File: src/design/abrl_pkg.sv
// Package for the two-band audio level meter.
// Holds widths, configuration register indexes and the fixed FIR coefficients.
// No dependencies.
package abrl_pkg;

    // Field and datapath widths
    localparam int SAMPLE_BITS = 10;
    localparam int LOW_TAPS    = 20;
    localparam int MID_TAPS    = 23;
    localparam int FIR_CELLS   = (LOW_TAPS > MID_TAPS) ? LOW_TAPS : MID_TAPS;
    localparam int COEF_W      = 17;                       // signed Q.16
    localparam int COEF_FRAC   = 16;
    localparam int ACC_W       = COEF_W + SAMPLE_BITS + 1; // filter partial sums
    localparam int VAL_W       = ACC_W - COEF_FRAC;        // clamped filter value
    localparam int DC_W        = 10;
    localparam int GATE_W      = 12;
    localparam int GAIN_W      = 8;
    localparam int ATT_W       = 8;
    localparam int LEVEL_W     = 12;
    localparam int PROD_W      = VAL_W + GAIN_W;           // Q.4 band product
    localparam int LVL_W       = PROD_W - 4;               // band level before saturation
    localparam int CFG_IDX_W   = 3;
    localparam int CFG_DATA_W  = 12;

    localparam logic [LEVEL_W-1:0] LEVEL_MAX = '1;

    // Configuration register indexes
    localparam logic [CFG_IDX_W-1:0] CFG_DC_POINT          = 3'd0;
    localparam logic [CFG_IDX_W-1:0] CFG_NOISE_GATE        = 3'd1;
    localparam logic [CFG_IDX_W-1:0] CFG_LOW_BAND_GAIN     = 3'd2;
    localparam logic [CFG_IDX_W-1:0] CFG_MID_BAND_GAIN     = 3'd3;
    localparam logic [CFG_IDX_W-1:0] CFG_CROSS_THRESHOLD   = 3'd4;
    localparam logic [CFG_IDX_W-1:0] CFG_CROSS_ATTENUATION = 3'd5;

    typedef logic        [SAMPLE_BITS-1:0] sample_t;
    typedef logic signed [COEF_W-1:0]      coef_t;
    typedef logic signed [ACC_W-1:0]       acc_t;

    // Coefficient tables, signed Q.16
    localparam int LOW_COEF_COUNT = 20;
    localparam int MID_COEF_COUNT = 23;

    localparam coef_t LOW_COEF_TABLE [LOW_COEF_COUNT] = '{
        17'sd390,  17'sd546,  17'sd974,  17'sd1666, 17'sd2570,
        17'sd3597, 17'sd4632, 17'sd5550, 17'sd6237, 17'sd6605,
        17'sd6605, 17'sd6237, 17'sd5550, 17'sd4632, 17'sd3597,
        17'sd2570, 17'sd1666, 17'sd974,  17'sd546,  17'sd390
    };

    localparam coef_t MID_COEF_TABLE [MID_COEF_COUNT] = '{
        -17'sd6,    -17'sd65,   -17'sd202,  -17'sd482,  -17'sd957,
        -17'sd1638, -17'sd2494, -17'sd3445, -17'sd4379, -17'sd5168,
        -17'sd5696, 17'sd59667,
        -17'sd5696, -17'sd5168, -17'sd4379, -17'sd3445, -17'sd2494,
        -17'sd1638, -17'sd957,  -17'sd482,  -17'sd202,  -17'sd65,
        -17'sd6
    };

    // Tap k of the low band; taps past the table or past the tap count are zero
    function automatic coef_t low_coef(input int k);
        coef_t c;
        c = '0;
        if (k < LOW_TAPS && k < LOW_COEF_COUNT)
        begin
            c = LOW_COEF_TABLE[k];
        end
        return c;
    endfunction

    // Tap k of the mid band
    function automatic coef_t mid_coef(input int k);
        coef_t c;
        c = '0;
        if (k < MID_TAPS && k < MID_COEF_COUNT)
        begin
            c = MID_COEF_TABLE[k];
        end
        return c;
    endfunction

endpackage

File: src/design/abrl_band.sv
// Band level path: clamp and truncate the filter sum, rectify around the
// DC point, apply gain and noise gate. Two register stages. Depends on abrl_pkg.
module abrl_band
    import abrl_pkg::*;
(
    input  logic              clk,
    input  logic              en,
    input  acc_t              sum,
    input  logic [DC_W-1:0]   dc_point,
    input  logic [GAIN_W-1:0] gain,
    input  logic [GATE_W-1:0] squelch,
    output logic [LVL_W-1:0]  level
);

    logic [VAL_W-1:0]  value;
    logic [VAL_W-1:0]  dc_ext;
    logic [VAL_W-1:0]  diff;
    logic [PROD_W-1:0] prod_next;
    logic [PROD_W-1:0] prod_reg;
    logic [PROD_W-1:0] gate_q4;
    logic [LVL_W-1:0]  level_next;
    logic [LVL_W-1:0]  level_reg;

    // Negative sums clamp to zero, otherwise drop the fraction
    assign value  = sum[ACC_W-1] ? '0 : VAL_W'(sum[ACC_W-1:COEF_FRAC]);
    assign dc_ext = VAL_W'(dc_point);
    assign diff   = (value >= dc_ext) ? (value - dc_ext) : (dc_ext - value);

    assign prod_next = PROD_W'(diff) * PROD_W'(gain);

    // Gate compares in Q.4, level drops the gain fraction
    assign gate_q4    = PROD_W'({squelch, 4'b0000});
    assign level_next = (prod_reg > gate_q4) ? prod_reg[PROD_W-1:4] : '0;

    always_ff @(posedge clk)
    begin
        if (en)
        begin
            prod_reg  <= prod_next;
            level_reg <= level_next;
        end
    end

    assign level = level_reg;

endmodule

File: config.mk
export PLATFORM = sky130hd
export DESIGN_NAME = abrl_band
export DESIGN_NICKNAME = d
export VERILOG_FILES = /design/src/design/abrl_pkg.sv /design/src/design/abrl_band.sv
export SDC_FILE = /design/constraint.sdc
export NUM_CORES = 1
export LEC_CHECK = 0
export BUFFER_PORTS_ARGS = -buffer_cell sky130_fd_sc_hd__clkbuf_2
export CAP_MARGIN = 20
export CORE_MARGIN = 5
export CORE_UTILIZATION = 49
export DETAILED_ROUTE_END_ITERATION = 7
export PLACE_DENSITY = 0.77
export SLEW_MARGIN = 20
export SYNTH_ARGS = -nofsm -noshare
export SYNTH_HDL_FRONTEND = slang
export SYNTH_SLANG_ARGS = --single-unit
export TNS_END_PERCENT = 20
File: constraint.sdc
create_clock -name clk -period 16.9 [get_ports clk]
set_input_delay 1.69 -clock clk [delete_from_list [all_inputs] [get_ports clk]]
set_output_delay 1.69 -clock clk [all_outputs]
set_load 0.01 [all_outputs]
==> summary.md, run 1 <==
| Metric | Value |
|---|---|
| Status | finished clean |
| Hold-fix buffers at CTS | 0 |
| Max reg flops | 20 |
| Clock Sinks | 36 |
| Syn Area/Cell | 8.87 um^2 |
| Yosys reg bits | 36 |
| Final #Nets | 979 |
| Post-synth top flop | edfxtp_1 |
| Final min period | 8.79 ns |
| Register area share after synthesis | 0.160 |
| Synth warnings | 0 |
| Clk Latency, worst-skew pair | 0.28 ns |
| Final setup margin | 8.11 ns |
| Max-slew violation count | 0 |
| CTS tree | built |
| Final setup viols | 0 |
| Cts repair resizes | 0 |
| Unique masters post-synth | 48 |
| Critical path fanouts, max | 23 |
| First-pass GRT wire length | 22.4 mm |
| Post-synth top area cell | fa_1 |
| Die Wd | 127 um |
| Synth cell count leaders | inv_1 (117), nand2b_1 (78), nand2_1 (74) |
| Most Frequent Cell on Critical Path | fa_1 |
| Setup TNS | 0 ns |
| Fmax | 114 MHz |
| IO Port Bufs | 59 |
| Vias in the first global route | 4978 |
| CTS clk-pin slew, worst paths | 0.06 ns |
| Global route total overflow | 0 |
| HP Class | flip-flop to flip-flop |
| Max Cap Viol | 0 |
| Synth Instances | 760 |
| CP Class | input port to flip-flop |
| Gr usage total | 0.164 |
| Largest net degree at the start of global routing | 37 |
| Pleak | 3.56 nW |
| Crit path DAT | 8.80 ns |
| Postcts setup bufs | 0 |
| Mapped Area | 0.00674 mm^2 |
| Cell breakdown of the critical path | clkbuf_2 -> nand2b_1 -> inv_1 -> ha_1 -> a21oi_1 -> and2_1 -> a211oi_2 -> or3_1 -> mux2i_4 -> mux2i_1 -> fa_1 -> fa_1 -> fa_1 -> inv_1 -> fa_1 -> inv_1 -> ha_1 -> a21o_1 -> or3_1 -> o211ai_1 -> o21bai_1 -> a311oi_1 -> xnor2_1 |
| 1st-iter DRT viols | 266 |
| Pre-CTS setup slack | 7.82 ns |
| Drt pass-1 iters | 4 |
| Total clock buffers created by CTS | 5 |
| H-tree lvl count | 2 |
| Flop2flop setup slack | 14.41 ns |
| Routed wire per std cell | 13.6 um |
| DP HPWL | 10.5 mm |
| Rel. slew slack | 0.421 |
| Max clock buf depth | 2 |
| P per Cell Area | 182 mW/mm^2 |
| Post-synth EDFFs | 36 |
| Initial antenna violation count | 0 |
| Ratio of cells with drive above 1 in the final layout | 0.126 |
| Crit path capture type | flip-flop |
| Post-route antenna net violation count | 0 |
| Area Overhead vs Synth | 7.57% |
| FFs w/ async S/R, synth | 0 |
| Critical-path top delay cell | ha_1 |
| Worst-margin pin slew | 0.869 ns |
| Slowest stage delay, CP | 0.68 ns |
| Core Util, Final | 0.543 |
| VDD IR max | 0.171 mV |
| Clock skew | 0.00587 ns |
| Die Y | 127 um |
| Initial Utilization | 0.505 |
| Diode count | 0 |
| Residual DRC count | 0 |
| Via count | 5107 |
| Worst setup SP type | input port |
| Final Hold Fails | 0 |
| Placement row count | 42 |
| Clock root buffer | clkbuf_16 |
| Synth area leaders | fa_1 (18%), edfxtp_1 (16%), ha_1 (13%) |
| CP required | 16.92 ns |
| Tcrit/Tclk final | 0.520 |
| RSZ-0062 raised after global routing | no |
| Synth top area share | 0.184 |
| Syn Nets | 954 |
| Placer Congestion | 0.805 |
| Vias per cell | 5.31 |
| Routed wire length | 13.1 mm |
| I/O pin count | 76 |
| Die footprint | 0.0162 mm^2 |
| Core Area | 0.0133 mm^2 |
| Top-count cell post-synth | inv_1 |
## cell families after synthesis
logic type	Yosys count	share of synthesized area
buffers and inverters	161	0.0932
XOR/XNOR	12	0.0156
multiplexers	73	0.121
flip-flops	36	0.160
AND/OR/NAND/NOR	226	0.174
adder cells (fa/ha/maj)	134	0.318
AO/OA/AOI/OAI	118	0.119
## per-layer routing
layer  track usage  routed length, um
met1         0.218               5740
met2         0.288               6790
met3        0.0154                343
met4        0.0410                225
met5             0                  0
## power by group
part           internal, mW  switching, mW  leakage [nW]  total (mW)
clock network        0.0693         0.0341        0.0808       0.103
logic                 0.447          0.568          3.12        1.01
registers             0.190         0.0128         0.352       0.202
total                 0.706          0.614          3.56        1.32
## worst max-delay path, delay by kind of cell
family / cells / cell delay [ns]
adder cells (fa/ha/maj): 6 / 3.10
AO/OA/AOI/OAI: 6 / 1.52
buffers and inverters: 4 / 0.31
XOR/XNOR: 1 / 0.12
AND/OR/NAND/NOR: 4 / 1.22
multiplexers: 2 / 0.85
## metrics by stage
stage	instance area, um^2	power, mW	cells	hold slack, ns
3_5_place_dp	7080	1.21	953	0.433
6_report	7250	1.32	962	0.454
4_1_cts	7250	1.34	961	0.454
2_1_floorplan	6740	1.02	760	0.500
5_1_grt	7250	1.47	962	0.462
3_3_place_gp	7080	1.18	953	0.435
## final cells by class
cell class	instances	area [um^2]
clock inverter	2	35.0
timing repair buffer	62	315
clock buffer	6	129
multi-input combinational	563	5030
fill	1243	6100
sequential	36	1080
tap	176	220
inverter	117	439
## layout by cell type, fill, tap and decap left out, types with 2 or more instances in the layout
cell         n
a211oi_2     2
nand3_1      9
clkbuf_2    60
mux2_4       7
a21bo_2      3
or3_1        4
nor4_1       3
mux2i_1     53
edfxtp_1    36
mux2i_2      4
a31oi_1      2
and2_1       2
fa_1        62
a21o_1      11
o31a_1       2
inv_1      117
or4_1        2
nand2_1     74
o211ai_1     5
buf_4        2
clkbuf_16    5
a21boi_0    18
mux2_2       7
o21bai_1     2
nand4_1      4
nor2b_1     22
nand2b_1    78
o21a_1      14
and3_1       2
nor2_1      19
mux2i_4      2
nor3_1       5
a21oi_1     25
a211oi_1     6
ha_1        72
o21ai_0     20
xnor2_1     11
## final timing paths
path	start	endpoint	cells after the start
worst max-delay path	sum[27]	prod_reg[18]	23
worst min-delay path	prod_reg[19]	level[15]	0
worst max register to register	prod_reg[13]	level[3]	8
worst min register to register	prod_reg[19]	level[15]	0
(Power assumes the default switching activity.)
==> run 2: changes to the inputs <==
==> constraint.sdc (replaced) <==
create_clock -name clk -period 8.85 [get_ports clk]
set_input_delay 0.885 -clock clk [delete_from_list [all_inputs] [get_ports clk]]
set_output_delay 0.885 -clock clk [all_outputs]
set_load 0.01 [all_outputs]
==> summary.md, run 2 (same netlist as run 1, synthesis figures left out) <==
| Metric | Value |
|---|---|
| Setup TNS | 0 ns (unchanged) |
| Max Cap Viol | 0 (unchanged) |
| Residual DRC count | 0 (unchanged) |
| Max clock buf depth | 2 (unchanged) |
| Bufs and invs on worst path | 4 (unchanged) |
| Vias in the first global route | 4997 (+0.38%) |
| Status | finished clean |
| Worst setup SP type | input port |
| I/O pin count | 76 (unchanged) |
| Critical-path top delay cell | mux2i_2 |
| Clk Latency, worst-skew pair | 0.28 ns (about the same) |
| Multi-input combinational cell area | 0.00503 mm^2 (unchanged) |
| Final #Nets | 986 (+0.72%) |
| Most frequent cells in the layout | inv_1 (117), nand2b_1 (78), nand2_1 (74) |
| Cts repair resizes | 0 (unchanged) |
| 1st-iter DRT viols | 290 (+9.0%) |
| H-tree lvl count | 2 (unchanged) |
| Top Family by Delay on Critical Path | adder cells |
| Max-slew violation count | 0 (unchanged) |
| P per Cell Area | 345 mW/mm^2 (+89%) |
| Placement row count | 42 (unchanged) |
| Placer Congestion | 0.801 (-0.41%) |
| Rel. slew slack | 0.409 (-0.0119) |
| Metal3 WL | 399 um (+16%) |
| Hold-fix buffers at CTS | 0 (unchanged) |
| Max reg flops | 20 (unchanged) |
| Drt pass-1 iters | 5 (+1) |
| IO Port Bufs | 59 (unchanged) |
| Worst-margin pin slew | 0.887 ns (+0.0178 ns) |
| Critical path fanouts, max | 11 (-52%) |
| Ratio of cells with drive above 1 in the final layout | 0.135 (+0.00898) |
| Post-route antenna net violation count | 0 (unchanged) |
| Total power | 2.52 mW (+91%) |
| Core Area | 0.0133 mm^2 (unchanged) |
| Clock root buffer | clkbuf_16 |
| Die Y | 127 um (unchanged) |
| Routed wire length | 13.1 mm (about the same) |
| Die Wd | 127 um (unchanged) |
| First-pass GRT wire length | 22.6 mm (+1.0%) |
| Fmax | 128 MHz |
| Register area | 0.00108 mm^2 (unchanged) |
| Vias per cell | 5.36 (+0.97%) |
| Initial Utilization | 0.505 (unchanged) |
| DP HPWL | 10.6 mm (+1.1%) |
| Final Hold Fails | 0 (unchanged) |
| Crit path DAT | 7.86 ns (-0.94 ns) |
| Routed wire per std cell | 13.5 um (-0.82%) |
| Postcts setup bufs | 0 (unchanged) |
| Clock Sinks | 36 (unchanged) |
| Most Frequent Cell on Critical Path | fa_1 |
| HP Class | flip-flop to flip-flop |
| Crit path capture type | flip-flop |
| Global route total overflow | 0 (unchanged) |
| Area Overhead vs Synth | 8.45% |
| Slowest stage delay, CP | 0.70 ns (+0.02 ns) |
| CTS clk-pin slew, worst paths | 0.05 ns (about the same) |
| DR top layer | met4 |
| Via count | 5194 (+1.7%) |
| VDD IR max | 0.306 mV (+79%) |
| Final min period | 7.84 ns |
| Tcrit/Tclk final | 0.885 |
| Met1 Wirelength | 5.83 mm (+1.5%) |
| Diode count | 0 (unchanged) |
| Largest net degree at the start of global routing | 37 (unchanged) |
| Pleak | 3.59 nW (+0.96%) |
| Most common cell after layout, fill and taps aside | inv_1 |
| Cell breakdown of the critical path | clkbuf_2 -> nand2b_1 -> ha_1 -> inv_1 -> fa_1 -> a21o_1 -> a21oi_2 -> a211oi_2 -> nor3_2 -> mux2i_2 -> mux2i_1 -> fa_1 -> fa_1 -> fa_1 -> inv_1 -> fa_1 -> inv_1 -> ha_1 -> a21o_1 -> or3_1 -> o211ai_1 -> o21bai_1 -> a311oi_1 -> xnor2_1 |
| CTS tree | built |
| CP required | 8.87 ns (-8.05 ns) |
| RSZ-0062 raised after global routing | no |
| Met2 wire len | 6.66 mm (-1.8%) |
| Total clock buffers created by CTS | 5 (unchanged) |
| Final setup viols | 0 (unchanged) |
| Fillers | 1225 (-1.4%) |
| CP Class | input port to flip-flop |
| Gr usage total | 0.164 (+0.000251) |
| Initial antenna violation count | 0 (unchanged) |
| Clock skew | 0.00513 ns (-0.000739 ns) |
| Die footprint | 0.0162 mm^2 (unchanged) |
==> run 2: metrics by stage <==
step / worst slack (ns) / util / std cells / hold WS, ns / area [um^2]
after CTS: 0.954 / 0.548 / 969 / 0.460 / 7310
after detailed placement: 0.670 / 0.535 / 961 / 0.446 / 7140
after global routing: 0.507 / 0.548 / 969 / 0.474 / 7310
after floorplan: 1.31 / - / 760 / 0.500 / 6740
final: 1.01 / 0.548 / 969 / 0.457 / 7310
after global placement: 0.815 / 0.535 / 961 / 0.441 / 7140
==> run 2: path summary, 6_finish.rpt <==
check / start / to / slack, ns / depth (start not counted)
worst max-delay path: sum[27] / prod_reg[18] / 1.01 / 24
worst min-delay path: prod_reg[18] / level[14] / 0.46 / 0
worst max register to register: prod_reg[13] / level[11] / 6.40 / 7
worst min register to register: prod_reg[18] / level[14] / 0.46 / 0
==> run 2: where the power goes <==
| part | switching, mW | leakage (nW) | internal (mW) |
|---|---|---|---|
| registers | 0.0248 | 0.352 | 0.362 |
| logic | 1.08 | 3.16 | 0.856 |
| clock network | 0.0653 | 0.0798 | 0.132 |
| total | 1.17 | 3.59 | 1.35 |
==> run 2: routing by layer <==
metal,vias to the layer above,global-route usage
li1,2559,-
met3,18,0.0171
met4,0,0.0341
met1,2525,0.226
met5,-,0
met2,92,0.281
==> run 2: layout make-up <==
cell class	instances	area share
clock buffer	5	0.0171
tap	176	0.0301
multi-input combinational	563	0.688
sequential	36	0.148
clock inverter	3	0.00582
timing repair buffer	69	0.0507
inverter	117	0.0601
==> run 3: changes to the inputs <==
--- a/config.mk
+++ b/config.mk
@@ -9,8 +9,10 @@
 export CAP_MARGIN = 20
 export CORE_MARGIN = 5
 export CORE_UTILIZATION = 49
+export CTS_BUF_LIST = sky130_fd_sc_hd__clkbuf_4
+export CTS_CLUSTER_SIZE = 40
 export DETAILED_ROUTE_END_ITERATION = 7
-export PLACE_DENSITY = 0.77
+export PLACE_DENSITY = 0.71
 export SLEW_MARGIN = 20
 export SYNTH_ARGS = -nofsm -noshare
 export SYNTH_HDL_FRONTEND = slang
==> summary.md, run 3 (same netlist as run 1, synthesis figures left out) <==
| Metric | Value |
|---|---|
| Final min period | 7.91 ns (+0.0752 ns) |
| Setup TNS | 0 ns (unchanged) |
| Die Wd | 127 um (unchanged) |
| Crit path capture type | flip-flop |
| Fillers | 1247 (+1.8%) |
| Routed wire per std cell | 13.9 um (+3.2%) |
| Fmax | 126 MHz (-0.95%) |
| Max Cap Viol | 0 (unchanged) |
| Pre-CTS setup slack | 0.606 ns (-0.0644 ns) |
| Design Area, Final | 0.00719 mm^2 (-1.7%) |
| CTS clk-pin slew, worst paths | 0.11 ns (+0.06 ns) |
| Final Hold Fails | 0 (unchanged) |
| Crit path DAT | 7.99 ns (+0.13 ns) |
| Diode count | 0 (unchanged) |
| Bufs and invs on worst path | 4 (unchanged) |
| Most frequent cells in the layout | inv_1 (117), nand2b_1 (78), nand2_1 (74) |
| Clock Sinks | 36 (unchanged) |
| P per Cell Area | 334 mW/mm^2 (-3.1%) |
| Drt pass-1 iters | 4 (-1) |
| Slowest stage delay, CP | 0.68 ns (-0.02 ns) |
| DP HPWL | 10.9 mm (+3.2%) |
| Final setup viols | 0 (unchanged) |
| VDD IR max | 0.250 mV (-18%) |
| Max clock buf depth | 2 (unchanged) |
| 1st-iter DRT viols | 282 (-2.8%) |
| Max-slew violation count | 0 (unchanged) |
| Hold Path Origin | prod_reg[19] |
| Clock root buffer | clkbuf_4 |
| Die footprint | 0.0162 mm^2 (unchanged) |
| Worst-margin pin slew | 0.897 ns (+0.0106 ns) |
| I/O pin count | 76 (unchanged) |
| Pleak | 3.54 nW (-1.5%) |
| IO Port Bufs | 59 (unchanged) |
| Via count | 5156 (-0.73%) |
| Initial antenna violation count | 0 (unchanged) |
| Placer Congestion | 0.858 (+7.1%) |
| Post-route antenna net violation count | 0 (unchanged) |
| Clk Latency, worst-skew pair | 0.33 ns (+0.05 ns) |
| Cell breakdown of the critical path | clkbuf_2 -> nand2b_1 -> inv_1 -> ha_1 -> a21oi_1 -> and2_1 -> a211oi_2 -> or3_1 -> mux2i_4 -> mux2i_1 -> fa_1 -> fa_1 -> fa_1 -> inv_1 -> fa_1 -> inv_1 -> ha_1 -> a21o_1 -> or3_1 -> o211ai_1 -> o21bai_1 -> a311oi_1 -> xnor2_1 |
| H-tree lvl count | 2 (unchanged) |
| Die Y | 127 um (unchanged) |
| Rel. slew slack | 0.402 (-0.00708) |
| Total clock buffers created by CTS | 5 (unchanged) |
| Initial Utilization | 0.505 (unchanged) |
| Hold-fix buffers at CTS | 0 (unchanged) |
| First-pass GRT wire length | 23.4 mm (+3.1%) |
| Min-Delay Path Depth | 0 (unchanged) |
| Gr usage total | 0.170 (+0.00591) |
| Reg2reg start | prod_reg[13] |
| Core Area | 0.0133 mm^2 (unchanged) |
| Global route total overflow | 0 (unchanged) |
| Top Family by Delay on Critical Path | adder cells |
| Worst r2r path cells | 7 (unchanged) |
| CP Class | input port to flip-flop |
| Core Util, Final | 0.538 (-0.00928) |
| CP required | 8.93 ns (+0.06 ns) |
| Vias in the first global route | 5132 (+2.7%) |
| Status | finished clean |
| RSZ-0062 raised after global routing | no |
| WHS Endpoint | level[15] |
| Worst setup startpoint | sum[27] |
| Final #Nets | 985 (-0.10%) |
| Ratio of cells with drive above 1 in the final layout | 0.133 (-0.00235) |
| Tcrit/Tclk final | 0.894 (+0.00850) |
| Final setup margin | 0.939 ns (-0.0752 ns) |
| Cts repair resizes | 0 (unchanged) |
| Flop2flop setup slack | 6.38 ns (-0.02 ns) |
| Clock skew | 0.0111 ns (+0.00594 ns) |
| Total power | 2.40 mW (-4.7%) |
| Placement row count | 42 (unchanged) |
| Residual DRC count | 0 (unchanged) |
| Worst reg2reg path endpoint | level[9] |
| Routed wire length | 13.5 mm (+3.1%) |
| Critical-path top delay cell | ha_1 |
| HP Class | flip-flop to flip-flop |
| CTS tree | built |
| Most Frequent Cell on Critical Path | fa_1 |
| Largest net degree at the start of global routing | 37 (unchanged) |
| Vias per cell | 5.33 (-0.63%) |
| Placed cell areas | 0.00713 mm^2 (-0.11%) |
| Critical path fanouts, max | 23 (+12) |
| Worst setup SP type | input port |
| Max reg flops | 20 (unchanged) |
| Postcts setup bufs | 0 (unchanged) |
| Area Overhead vs Synth | 6.61% |
| Most common cell after layout, fill and taps aside | inv_1 |
-- run 3: where the power goes --
group | internal (mW) | switching [mW] | total [mW]
Sequential | 0.361 | 0.0259 | 0.387
Combinational | 0.857 | 1.07 | 1.93
Clock | 0.0292 | 0.0523 | 0.0815
Total | 1.25 | 1.15 | 2.40
-- run 3: final cells by class --
cell class	count	area, um^2	area share
tap	176	220	0.0306
inverter	117	439	0.0611
multi-input combinational	563	5030	0.700
timing repair buffer	68	363	0.0505
clock inverter	3	13.8	0.00192
clock buffer	5	37.5	0.00522
sequential	36	1080	0.150
-- run 3: how the worst max path moves through the flow --
stage | endpoint | slack [ns] | depth (start not counted)
after floorplan | prod_reg[18] | 1.31 | 24
after global placement | prod_reg[18] | 0.73 | 23
after detailed placement | prod_reg[18] | 0.61 | 23
after CTS | prod_reg[18] | 0.95 | 23
after global routing | prod_reg[18] | 0.47 | 23
final | prod_reg[18] | 0.94 | 23
-- run 3: routing by layer --
metal	routed length [um]	GRT usage	part of all wire
met5	0	0	0
met4	70	0.0221	0.0052
met3	436	0.0217	0.032
met2	6990	0.301	0.52
met1	5990	0.229	0.44
-- run 3: worst register-to-register path, delay by kind of cell, from the launching register on --
family | cells | cell delay (ns)
flip-flops | 1 | 0.41
adder cells (fa/ha/maj) | 1 | 0.31
AND/OR/NAND/NOR | 1 | 0.09
AO/OA/AOI/OAI | 5 | 1.39
-- run 3: stage by stage --
| step | instances | hold WS, ns |
|---|---|---|
| CTS | 968 | 0.456 |
| detailed placement | 960 | 0.441 |
| finish | 968 | 0.452 |
| global route | 968 | 0.474 |
| floorplan | 760 | 0.500 |
| global placement | 960 | 0.444 |
